==> config.mk <==
export PLATFORM = sky130hd
export DESIGN_NAME = vdim_ctrl
export DESIGN_NICKNAME = d
export VERILOG_FILES = /design/src/design/vdim_pkg.sv /design/src/design/vdim_ctrl.sv
export SDC_FILE = /design/constraint.sdc
export NUM_CORES = 1
export LEC_CHECK = 0
export BUFFER_PORTS_ARGS = -buffer_cell sky130_fd_sc_hd__buf_4
export CELL_PAD_IN_SITES_DETAIL_PLACEMENT = 1
export CELL_PAD_IN_SITES_GLOBAL_PLACEMENT = 1
export CORE_AREA = 2 2 39 41
export CTS_CLUSTER_DIAMETER = 150
export DETAILED_ROUTE_END_ITERATION = 7
export DIE_AREA = 0 0 41 43
export PLACE_DENSITY = 0.35
export SYNTH_ARGS = -nofsm -noshare
export SYNTH_HDL_FRONTEND = slang
export SYNTH_SLANG_ARGS = --single-unit
==> constraint.sdc <==
create_clock -name i_clk -period 1.2 [get_ports i_clk]
set_input_delay 0.06 -clock i_clk [delete_from_list [all_inputs] [get_ports i_clk]]
set_output_delay 0.06 -clock i_clk [all_outputs]
set_load 0.05 [all_outputs]
==> src/design/vdim_pkg.sv <==
// Package for the vertex deduplication index map.
// Holds table sizing constants, channel payload types, controller states
// and the command and status bundles between controller and datapath.
package vdim_pkg;

    localparam int TABLE_ENTRIES = 1024;
    localparam int ADDR_W        = $clog2(TABLE_ENTRIES);
    localparam int CNT_W         = ADDR_W + 1;
    localparam int FIELD_W       = 16;
    localparam int KEY_W         = 3 * FIELD_W;
    localparam int VIDX_W        = 10;

    typedef struct packed {
        logic               starts_chunk;
        logic [FIELD_W-1:0] position_index;
        logic [FIELD_W-1:0] texcoord_index;
        logic [FIELD_W-1:0] normal_index;
    } t_in_item;

    typedef struct packed {
        logic [VIDX_W-1:0] vertex_index;
        logic              is_new;
        logic              table_full;
    } t_out_item;

    typedef enum logic [1:0] {
        S_IDLE,
        S_SEARCH,
        S_DONE
    } t_state;

    typedef struct packed {
        logic load;
        logic scan;
        logic latch;
        logic commit;
    } t_cmd;

    typedef struct packed {
        logic hit;
        logic miss;
        logic out_free;
    } t_sts;

endpackage

==> src/design/vdim_ctrl.sv <==
// Controller for the vertex deduplication index map.
// Sequences load, table scan, result latch and commit; uses vdim_pkg.
module vdim_ctrl (
    input  logic           i_clk,
    input  logic           i_rst_n,
    input  logic           i_in_valid,
    input  vdim_pkg::t_sts i_sts,
    output logic           o_in_stall,
    output vdim_pkg::t_cmd o_cmd
);

    vdim_pkg::t_state r_state;
    vdim_pkg::t_state n_state;

    always_ff @(posedge i_clk) begin
        if (!i_rst_n) begin
            r_state <= vdim_pkg::S_IDLE;
        end else begin
            r_state <= n_state;
        end
    end

    always_comb begin
        n_state    = r_state;
        o_in_stall = 1'b1;
        o_cmd      = '0;
        unique case (r_state)
            vdim_pkg::S_IDLE: begin
                o_in_stall = 1'b0;
                if (i_in_valid) begin
                    o_cmd.load = 1'b1;
                    n_state    = vdim_pkg::S_SEARCH;
                end
            end
            vdim_pkg::S_SEARCH: begin
                o_cmd.scan = 1'b1;
                if (i_sts.hit || i_sts.miss) begin
                    o_cmd.latch = 1'b1;
                    n_state     = vdim_pkg::S_DONE;
                end
            end
            vdim_pkg::S_DONE: begin
                if (i_sts.out_free) begin
                    o_cmd.commit = 1'b1;
                    n_state      = vdim_pkg::S_IDLE;
                end
            end
            default: begin
                n_state = vdim_pkg::S_IDLE;
            end
        endcase
    end

endmodule

==> flow_summary.rst, run 1 <==
.. list-table::
   :header-rows: 1

   * - Metric
     - Value
   * - Post-synthesis sequential area ratio
     - 0.320
   * - Avg Cell Area, Syn
     - 9.62 µm²
   * - Dominant cells by area after synthesis
     - sky130_fd_sc_hd__dfxtp_1 (32%), sky130_fd_sc_hd__nor3b_1 (12%), sky130_fd_sc_hd__nor2b_4 (11%)
   * - Final #Nets
     - 34
   * - Depth of the worst register-to-register path
     - 3
   * - H-Tree Level Count
     - 1
   * - Slew at the pin closest to its max-slew limit
     - 0.198 ns
   * - Netlist area before placement
     - 125 µm²
   * - P&R area growth vs syn
     - 106%
   * - Core occupancy in the finished layout
     - 0.186
   * - Crit path launch type
     - register
   * - Detailed placement HPWL
     - 292 µm
   * - IR Drop Worst-Case VDD
     - 0.430 mV
   * - Global-route wire length before repair
     - 510 µm
   * - Biggest fanout along the worst timing path
     - 5
   * - Via count of the first global-routing pass
     - 148
   * - Top flop regs
     - r_state: 2 flops
   * - Routed wire length
     - 349 µm
   * - Via count
     - 135
   * - Worst min-delay path class
     - in2reg
   * - Setup TNS Final
     - 0 ns
   * - Vias per Instance
     - 3.21
   * - Total clock sinks
     - 2
   * - Synth warnings
     - 0
   * - Min cycle time layout
     - 1.14 ns
   * - Setup repair after global routing missed its margin
     - false
   * - Global placement routability congestion
     - 0.589
   * - Hold path cells
     - 2
   * - Upper clock frequency limit
     - 0.876 GHz
   * - Clock latency of the later-clocked register in the worst-skew pair
     - 0.22 ns
   * - Overall overflow remaining after global route
     - 0
   * - Worst clock skew
     - 0.000438 ns
   * - Distinct cell type count after synthesis
     - 11
   * - Buffer levels on the longest clock path
     - 2
   * - Critical path class
     - reg2out
   * - TritonCTS clock tree
     - yes
   * - Starting density of the core
     - 0.0904
   * - Largest net degree at the start of global routing
     - 6
   * - I/O pin count
     - 11
   * - Drt pass-1 iters
     - 1
   * - Routed len/inst
     - 8.31 µm
   * - Syn Nets
     - 19
   * - Run status
     - finished, final reports clean
   * - Starting DRC count in detailed routing
     - 0
   * - Number of buffers inserted during clock tree synthesis
     - 3
   * - Die Footprint
     - 1760 µm²
   * - Setup-violating endpoint count in the final report
     - 0
   * - Post-CTS Hold Fix Bufs
     - 0
   * - Final number of max-transition violations
     - 0
   * - Y dimension of the die
     - 43 µm
   * - GRT Resource Usage Total
     - 0.0511
   * - Share of Yosys cell area claimed by the top area cell type
     - 0.320
   * - Remaining max-slew budget at the tightest pin
     - 0.868
   * - Initial antenna violation count
     - 0
   * - Critical path capture point type
     - output port
   * - Share of the cycle needed by the critical path after routing
     - 0.952
   * - Hold Vio Cnt, Final
     - 0
   * - Top reg by flops
     - r_state
   * - Post-route DRC
     - 0
   * - Clock slew at the register clock pins of the worst setup and hold paths
     - 0.03 ns
   * - Static leakage
     - 0.000122 µW
   * - Number of antenna-violating nets in the routed design
     - 0
   * - Number of register bits inferred by synthesis
     - 2
   * - Cell type contributing the most total cell area after synthesis
     - sky130_fd_sc_hd__dfxtp_1
   * - Area of the placeable core
     - 1380 µm²
   * - Cells after synthesis
     - 13
   * - Max reg flops
     - 2
   * - CP required
     - 1.14 ns
   * - Die width
     - 41 µm
   * - Clk Tree Root Cell
     - sky130_fd_sc_hd__clkbuf_4
   * - Number of violations of the max-capacitance limit
     - 0
   * - Fraction of final layout cells sized beyond drive strength 1
     - 0.731
   * - Site Rows
     - 14
   * - Worst-case hold slack
     - 0.0512 ns
   * - Port Buffer Count
     - 10
   * - Ratio of total power to cell area
     - 1320 nW/µm²
   * - Final antenna diode count
     - 0
   * - Data arrival time at the worst-slack endpoint
     - 1.08 ns
-- cell families after synthesis --
| logic type | share of synthesized area |
|---|---|
| AO/OA/AOI/OAI | 0.0600 |
| AND/OR/NAND/NOR | 0.510 |
| buffers and inverters | 0.0300 |
| flip-flops | 0.320 |
| multiplexers | 0.0800 |
-- where the power goes --
group	internal [µW]	total [µW]	switching (µW)	leakage (µW)
clock network	110	148	37.4	0.0000138
logic	48.8	114	65.4	0.0000913
registers	72.1	78.1	6.01	0.0000168
-- layer usage --
layer	vias to the layer above	GRT usage	share of wire
li1	69	-	-
met4	0	0.100	0
met5	-	0	0
met1	60	0.0319	0.34
met2	6	0.0688	0.55
met3	0	0.0209	0.11
-- critical path, stage by stage, from the launching register on --
cell and delay (ns):
sky130_fd_sc_hd__dfxtp_1 0.35, sky130_fd_sc_hd__or2_4 0.28, sky130_fd_sc_hd__nor2_4 0.08, sky130_fd_sc_hd__buf_6 0.15
-- stage by stage --
step	std cells	cell area, µm²	power [µW]	setup WS, ns
final	42	258	340	0.0582
after floorplan	13	134	152	0.00550
after CTS	42	255	352	0.0184
after global routing	42	258	364	0.0171
after detailed placement	39	229	189	0.239
after global placement	39	229	190	0.243
-- repair_timing --
item                                    4_1_cts  5_1_grt
setup buffers                                 0        0
endpoints found under the setup margin        1        1
resized for setup                             1        1
-- layout by cell type (no fill, tap or decap), drive strengths merged, types with 2 or more instances in the layout --
cell and instances:
buf 10, clkbuf 3, dfxtp 2, nor3b 2, nor2 2
-- worst paths after layout --
check	start	slack [ns]	end
min	i_rst_n	0.05	r_state[1]
max	r_state[1]	0.06	o_cmd[3]
min reg2reg	r_state[1]	0.53	r_state[0]
max reg2reg	r_state[1]	0.29	r_state[1]
-- area by class of cell --
type | count | area [µm²]
fillers | 169 | 1130
multi-input cells | 10 | 91.3
repair buffers | 10 | 78.8
flip-flops and latches | 2 | 41.3
clock buffers | 3 | 22.5
well taps | 16 | 20.0
inverters | 1 | 3.75
-- Yosys cell counts --
cell and number:
sky130_fd_sc_hd__and2b_4 1, sky130_fd_sc_hd__and3b_1 1, sky130_fd_sc_hd__dfxtp_1 2, sky130_fd_sc_hd__inv_1 1, sky130_fd_sc_hd__mux2i_1 1, sky130_fd_sc_hd__nor2_1 1, sky130_fd_sc_hd__nor2_2 1, sky130_fd_sc_hd__nor2b_4 1
sky130_fd_sc_hd__nor3b_1 2, sky130_fd_sc_hd__o21a_1 1, sky130_fd_sc_hd__or2_1 1
Note: power is estimated with default switching activity, not from simulation.
==> run 2, diff against run 1 <==
--- a/config.mk
+++ b/config.mk
@@ -5,6 +5,8 @@
 export SDC_FILE = /design/constraint.sdc
 export NUM_CORES = 1
 export LEC_CHECK = 0
+export ABC_AREA = 1
+export ABC_CLOCK_PERIOD_IN_PS = 1200
 export BUFFER_PORTS_ARGS = -buffer_cell sky130_fd_sc_hd__buf_4
 export CELL_PAD_IN_SITES_DETAIL_PLACEMENT = 1
 export CELL_PAD_IN_SITES_GLOBAL_PLACEMENT = 1
@@ -12,7 +14,7 @@
 export CTS_CLUSTER_DIAMETER = 150
 export DETAILED_ROUTE_END_ITERATION = 7
 export DIE_AREA = 0 0 41 43
-export PLACE_DENSITY = 0.35
+export PLACE_DENSITY = 0.38
 export SYNTH_ARGS = -nofsm -noshare
 export SYNTH_HDL_FRONTEND = slang
 export SYNTH_SLANG_ARGS = --single-unit
==> flow_summary.rst, run 2 <==
.. list-table::
   :header-rows: 1

   * - Metric
     - Value
   * - Top flip-flop cell by instance count after synthesis
     - sky130_fd_sc_hd__dfxtp_1
   * - Fraction of final layout cells sized beyond drive strength 1
     - 0.486
   * - Remaining max-slew budget at the tightest pin
     - 0.862
   * - Clk Tree Root Cell
     - sky130_fd_sc_hd__clkbuf_4
   * - Met2 routing resource usage after global routing
     - 0.0781
   * - Area of combinational cells with multiple inputs
     - 61.3 µm²
   * - Share of the cycle needed by the critical path after routing
     - 0.934
   * - Die width
     - 41 µm
   * - Post-route DRC
     - 0
   * - Global placement routability congestion
     - 0.610
   * - Total clock sinks
     - 2
   * - Worst clock skew
     - 0.00479 ns
   * - Run status
     - finished, final reports clean
   * - Most frequent cell after synthesis
     - sky130_fd_sc_hd__inv_1
   * - Critical path capture point type
     - output port
   * - Starting density of the core
     - 0.0895
   * - Upper clock frequency limit
     - 0.892 GHz
   * - Cell class contributing the biggest share of worst-path delay
     - flip-flops
   * - Met3 Track Usage GR
     - 0.0314
   * - Cell type contributing the most total cell area after synthesis
     - sky130_fd_sc_hd__dfxtp_1
   * - Worst min-delay path class
     - in2reg
   * - Number of antenna-violating nets in the routed design
     - 0
   * - Vias per Instance
     - 3.45
   * - Dominant cells by area after synthesis
     - sky130_fd_sc_hd__dfxtp_1 (32%), sky130_fd_sc_hd__inv_1 (21%), sky130_fd_sc_hd__nand2_1 (12%)
   * - Post-Layout Inst Area
     - 253 µm²
   * - Final antenna diode count
     - 0
   * - Cell type of the slowest stage on the worst timing path
     - sky130_fd_sc_hd__dfxtp_1
   * - Post-place instance area
     - 224 µm²
   * - Port Buffer Count
     - 10
   * - Buffer levels on the longest clock path
     - 2
   * - Largest net degree at the start of global routing
     - 5
   * - Hold Vio Cnt, Final
     - 0
   * - Number of register bits inferred by synthesis
     - 2
   * - Crit path launch type
     - register
   * - Max reg flops
     - 2
   * - Clock latency of the later-clocked register in the worst-skew pair
     - 0.22 ns
   * - Data arrival time at the worst-slack endpoint
     - 1.06 ns
   * - Site Rows
     - 14
   * - GRT Resource Usage Total
     - 0.0631
   * - Min cycle time layout
     - 1.12 ns
   * - Top flop regs
     - r_state: 2 flops
   * - Slew at the pin closest to its max-slew limit
     - 0.207 ns
   * - Static leakage
     - 0.000149 µW
   * - Routed wire length
     - 410 µm
   * - Avg Cell Area, Syn
     - 5.63 µm²
   * - Number of violations of the max-capacitance limit
     - 0
   * - Syn Nets
     - 28
   * - Delay contributed by the slowest stage of the critical path
     - 0.36 ns
   * - Number of buffers and inverters on the critical path
     - 3
   * - Share of Yosys cell area claimed by the top area cell type
     - 0.323
   * - Critical path class
     - reg2out
   * - Final number of max-transition violations
     - 0
   * - Via count
     - 176
   * - Setup-violating endpoint count in the final report
     - 0
   * - Top reg by flops
     - r_state
   * - Netlist area before placement
     - 124 µm²
   * - Number of enable-type register cells in the synthesized netlist
     - 0
   * - P&R area growth vs syn
     - 104%
   * - Clock slew at the register clock pins of the worst setup and hold paths
     - 0.03 ns
   * - Initial antenna violation count
     - 0
   * - Final #Nets
     - 43
   * - Biggest fanout along the worst timing path
     - 3
   * - Routed len/inst
     - 8.04 µm
   * - Y dimension of the die
     - 43 µm
   * - Die Footprint
     - 1760 µm²
   * - Synth warnings
     - 0
   * - Starting DRC count in detailed routing
     - 2
   * - Top cells by instance count after synthesis
     - sky130_fd_sc_hd__inv_1 (7), sky130_fd_sc_hd__nand2_1 (4), sky130_fd_sc_hd__nor2_1 (3)
   * - Distinct cell type count after synthesis
     - 9
   * - CP required
     - 1.14 ns
   * - IR Drop Worst-Case VDD
     - 0.273 mV
   * - Global-route met1 utilization
     - 0.0639
   * - Most frequent cells in the layout
     - sky130_fd_sc_hd__buf_4 (9), sky130_fd_sc_hd__inv_1 (7), sky130_fd_sc_hd__nand2_1 (4)
   * - Drt pass-1 iters
     - 2
   * - Synth async-reset ratio
     - 0
   * - Cells after synthesis
     - 22
   * - Flop2flop setup slack
     - 0.39 ns
   * - Global-route wire length before repair
     - 662 µm
   * - Tot Pwr
     - 333 µW
   * - Filler instances
     - 179
   * - Most frequent standard cell in the layout excluding fill and tap cells
     - sky130_fd_sc_hd__buf_4
   * - Area of the placeable core
     - 1380 µm²
   * - H-Tree Level Count
     - 1
   * - Post-synthesis sequential area ratio
     - 0.323
   * - Post-CTS Hold Fix Bufs
     - 0
   * - Busiest grt layer
     - met4
   * - Via count of the first global-routing pass
     - 176
   * - I/O pin count
     - 11
   * - FF/Latch Area
     - 40.0 µm²
   * - TritonCTS clock tree
     - yes
   * - Ratio of total power to cell area
     - 1320 nW/µm²
   * - Overall overflow remaining after global route
     - 0
   * - Number of buffers inserted during clock tree synthesis
     - 3
   * - Chain of cells forming the critical path
     - inv_2, nor2_4, nand2_2, inv_1, buf_6
run 2: path summary, 6_finish.rpt:
kind                                 start    endpoint  cells past startpoint
worst min register to register  r_state[1]  r_state[1]                      2
worst max-delay path            r_state[0]    o_cmd[1]                      5
worst max register to register  r_state[0]  r_state[0]                      4
worst min-delay path               i_rst_n  r_state[1]                      3
run 2: report_power, final:
part	internal, µW	switching (µW)
clock	110	34.9
sequential	71.5	5.39
combinational	37.7	73.1
total	219	113
run 2: layout make-up:
type | instances | share of cell area
flip-flops and latches | 2 | 0.158
multi-input cells | 12 | 0.243
clock buffers | 3 | 0.0891
inverters | 8 | 0.119
well taps | 16 | 0.0792
repair buffers | 10 | 0.312
run 2: layer usage:
metal	share of wire	wire [µm]	vias up
met2	0.54	221	7
met4	0	0	0
li1	-	-	87
met3	0.080	33	0
met1	0.38	155	82
met5	0	0	-
run 2: cell families after synthesis:
logic type	synth area share
and+or+nand+nor	0.354
buffers and inverters	0.242
DFF	0.323
AOI/OAI and AO/OA	0.0808
run 2: through the flow:
step	cells	setup slack [ns]	setup TNS (ns)	hold slack, ns	util
4_1_cts	51	0.0684	0	0.0835	0.178
6_report	51	0.0789	0	0.0885	0.183
3_3_place_gp	48	0.333	0	0.322	0.162
5_1_grt	51	-0.00776	-0.00776	0.0911	0.183
3_5_place_dp	48	0.321	0	0.317	0.162
2_1_floorplan	22	0.0421	0	0.192	-
run 2: worst min-delay path, stage by stage:
cell,delay (ns)
sky130_fd_sc_hd__buf_4,0.08
sky130_fd_sc_hd__inv_1,0.04
sky130_fd_sc_hd__a21oi_1,0.09
run 2: what timing repair did:
item | CTS | global route
gates resized for setup | 0 | 2
setup buffers | 0 | 0
setup endpoints to repair | 0 | 1
==> run 3, diff against run 2 <==
--- a/config.mk
+++ b/config.mk
@@ -14,7 +14,9 @@
 export CTS_CLUSTER_DIAMETER = 150
 export DETAILED_ROUTE_END_ITERATION = 7
 export DIE_AREA = 0 0 41 43
+export GPL_TIMING_DRIVEN = 0
 export PLACE_DENSITY = 0.38
+export SETUP_SLACK_MARGIN = 0.2
 export SYNTH_ARGS = -nofsm -noshare
 export SYNTH_HDL_FRONTEND = slang
 export SYNTH_SLANG_ARGS = --single-unit
==> flow_summary.rst, run 3 (synthesis gave the netlist of run 2 again) <==
.. list-table::
   :header-rows: 1

   * - Metric
     - Value
   * - Run status
     - finished, final reports clean
   * - Worst r2r src
     - r_state[0]
   * - End of the worst register-to-register path
     - r_state[1]
   * - Post-route DRC
     - 0
   * - Total clock sinks
     - 2
   * - Buffer levels on the longest clock path
     - 2
   * - Critical path capture point type
     - output port
   * - P&R area growth vs syn
     - 141%
   * - Upper clock frequency limit
     - 0.956 GHz
   * - Site Rows
     - 14
   * - Worst min-delay path class
     - in2reg
   * - Flop2flop setup slack
     - 0.20 ns
   * - Port Buffer Count
     - 10
   * - Critical path class
     - reg2out
   * - Setup ws final
     - 0.154 ns
   * - CP required
     - 1.14 ns
   * - Final antenna diode count
     - 0
   * - Power Internal
     - 237 µW
   * - Top reg by flops
     - r_state
   * - Slew at the pin closest to its max-slew limit
     - 0.147 ns
   * - Final number of max-transition violations
     - 0
   * - Switching power summed over all nets
     - 119 µW
   * - Tot Pwr
     - 357 µW
   * - Ratio of total power to cell area
     - 1190 nW/µm²
   * - Area of the placeable core
     - 1380 µm²
   * - Die width
     - 41 µm
   * - Max reg flops
     - 2
   * - Hold path startpoint
     - i_rst_n
   * - Depth of the worst register-to-register path
     - 6
   * - Global placement routability congestion
     - 0.610
   * - Gate power share
     - 0.367
   * - Vias per Instance
     - 3.54
   * - Worst clock skew
     - 0.000942 ns
   * - Number of antenna-violating nets in the routed design
     - 0
   * - Routed len/inst
     - 7.28 µm
   * - Via count
     - 191
   * - Drt pass-1 iters
     - 2
   * - Setup repair after global routing missed its margin
     - true
   * - End point of the worst hold path
     - r_state[0]
   * - Clk network pwr share
     - 0.416
   * - Origin of the worst setup path
     - r_state[0]
   * - Static leakage
     - 0.000166 µW
   * - Worst slack at placement
     - 0.317 ns
   * - Initial antenna violation count
     - 0
   * - Number of violations of the max-capacitance limit
     - 0
   * - I/O pin count
     - 11
   * - Biggest fanout along the worst timing path
     - 3
   * - Switching power as a share of total power
     - 0.335
   * - TritonCTS clock tree
     - yes
   * - Global-route wire length before repair
     - 662 µm
   * - Power share of the sequential group
     - 0.217
   * - Clk Tree Root Cell
     - sky130_fd_sc_hd__clkbuf_4
   * - Largest net degree at the start of global routing
     - 5
   * - Via count of the first global-routing pass
     - 186
   * - Top flop regs
     - r_state: 2 flops
   * - Starting density of the core
     - 0.0895
   * - Crit path launch type
     - register
   * - Worst-case hold slack
     - 0.0992 ns
   * - Setup-violating endpoint count in the final report
     - 0
   * - Most frequent cells in the layout
     - sky130_fd_sc_hd__buf_4 (9), sky130_fd_sc_hd__inv_1 (6), sky130_fd_sc_hd__nand2_1 (4)
   * - Routed wire length
     - 393 µm
   * - Data arrival time at the worst-slack endpoint
     - 0.99 ns
   * - Share of the cycle needed by the critical path after routing
     - 0.872
   * - Most frequent standard cell in the layout excluding fill and tap cells
     - sky130_fd_sc_hd__buf_4
   * - Starting DRC count in detailed routing
     - 3
   * - H-Tree Level Count
     - 1
   * - Filler-free cell count of the finished design
     - 54
   * - Overall overflow remaining after global route
     - 0
   * - Hold path cells
     - 3
   * - Clock slew at the register clock pins of the worst setup and hold paths
     - 0.03 ns
   * - Placed Instances
     - 48
   * - Clock latency of the later-clocked register in the worst-skew pair
     - 0.22 ns
   * - Remaining max-slew budget at the tightest pin
     - 0.903
   * - Fraction of final layout cells sized beyond drive strength 1
     - 0.632
   * - GRT Resource Usage Total
     - 0.0621
   * - Number of buffers inserted during clock tree synthesis
     - 3
   * - Post-CTS Hold Fix Bufs
     - 0
   * - IR Drop Worst-Case VDD
     - 0.285 mV
   * - Setup TNS Final
     - 0 ns
   * - Die Footprint
     - 1760 µm²
   * - Hold Vio Cnt, Final
     - 0
   * - Final #Nets
     - 46
   * - Y dimension of the die
     - 43 µm
   * - Filler instances
     - 182
   * - Min cycle time layout
     - 1.05 ns
[run 3: area by class of cell]
cell class / instances / area, µm² / area share
Timing Repair Buffer: 13 / 120 / 0.402
Multi-Input combinational cell: 12 / 63.8 / 0.213
Sequential cell: 2 / 42.5 / 0.142
Inverter: 8 / 30.0 / 0.100
Clock buffer: 3 / 22.5 / 0.0753
Tap cell: 16 / 20.0 / 0.0669
[run 3: timing repair]
| action | in CTS | in global routing |
|---|---|---|
| setup endpoints to repair | 5 | 5 |
| setup buffers | 1 | 2 |
| gates resized for setup | 7 | 3 |
| pin swaps | 3 | 2 |
[run 3: metrics by stage]
| step | utilization | area (µm²) |
|---|---|---|
| floorplan | - | 131 |
| global placement | 0.164 | 226 |
| detailed placement | 0.164 | 226 |
| CTS | 0.198 | 274 |
| global route | 0.216 | 299 |
| finish | 0.216 | 299 |
[run 3: worst max path at each step]
stage / endpoint / slack [ns] / cells past startpoint
floorplan: o_cmd[1] / 0.07 / 4
global placement: o_cmd[3] / 0.33 / 4
detailed placement: o_cmd[3] / 0.32 / 4
CTS: o_cmd[1] / 0.12 / 5
global route: o_cmd[1] / 0.07 / 5
finish: o_cmd[1] / 0.15 / 5
[run 3: metal layers]
layer | GRT usage | share of wire | up-vias
met1 | 0.0639 | 0.40 | 89
met4 | 0.0600 | 0 | 0
met5 | 0 | 0 | -
met3 | 0.0471 | 0.089 | 0
li1 | - | - | 93
met2 | 0.0750 | 0.50 | 9
[run 3: worst max-delay path: stages, from the launching register on]
cell                      delay [ns]
sky130_fd_sc_hd__dfxtp_2        0.33
sky130_fd_sc_hd__inv_2          0.05
sky130_fd_sc_hd__nor2_4         0.11
sky130_fd_sc_hd__nand2_2        0.07
sky130_fd_sc_hd__inv_2          0.06
sky130_fd_sc_hd__buf_8          0.13
[run 3: power by group through the flow]
stage	registers, µW	clock network (µW)	logic (µW)
3_5_place_dp	76.9	0	109
3_3_place_gp	76.6	0	107
4_1_cts	77.0	155	121
2_1_floorplan	76.0	0	71.3
6_report	77.4	148	131
5_1_grt	77.9	174	141
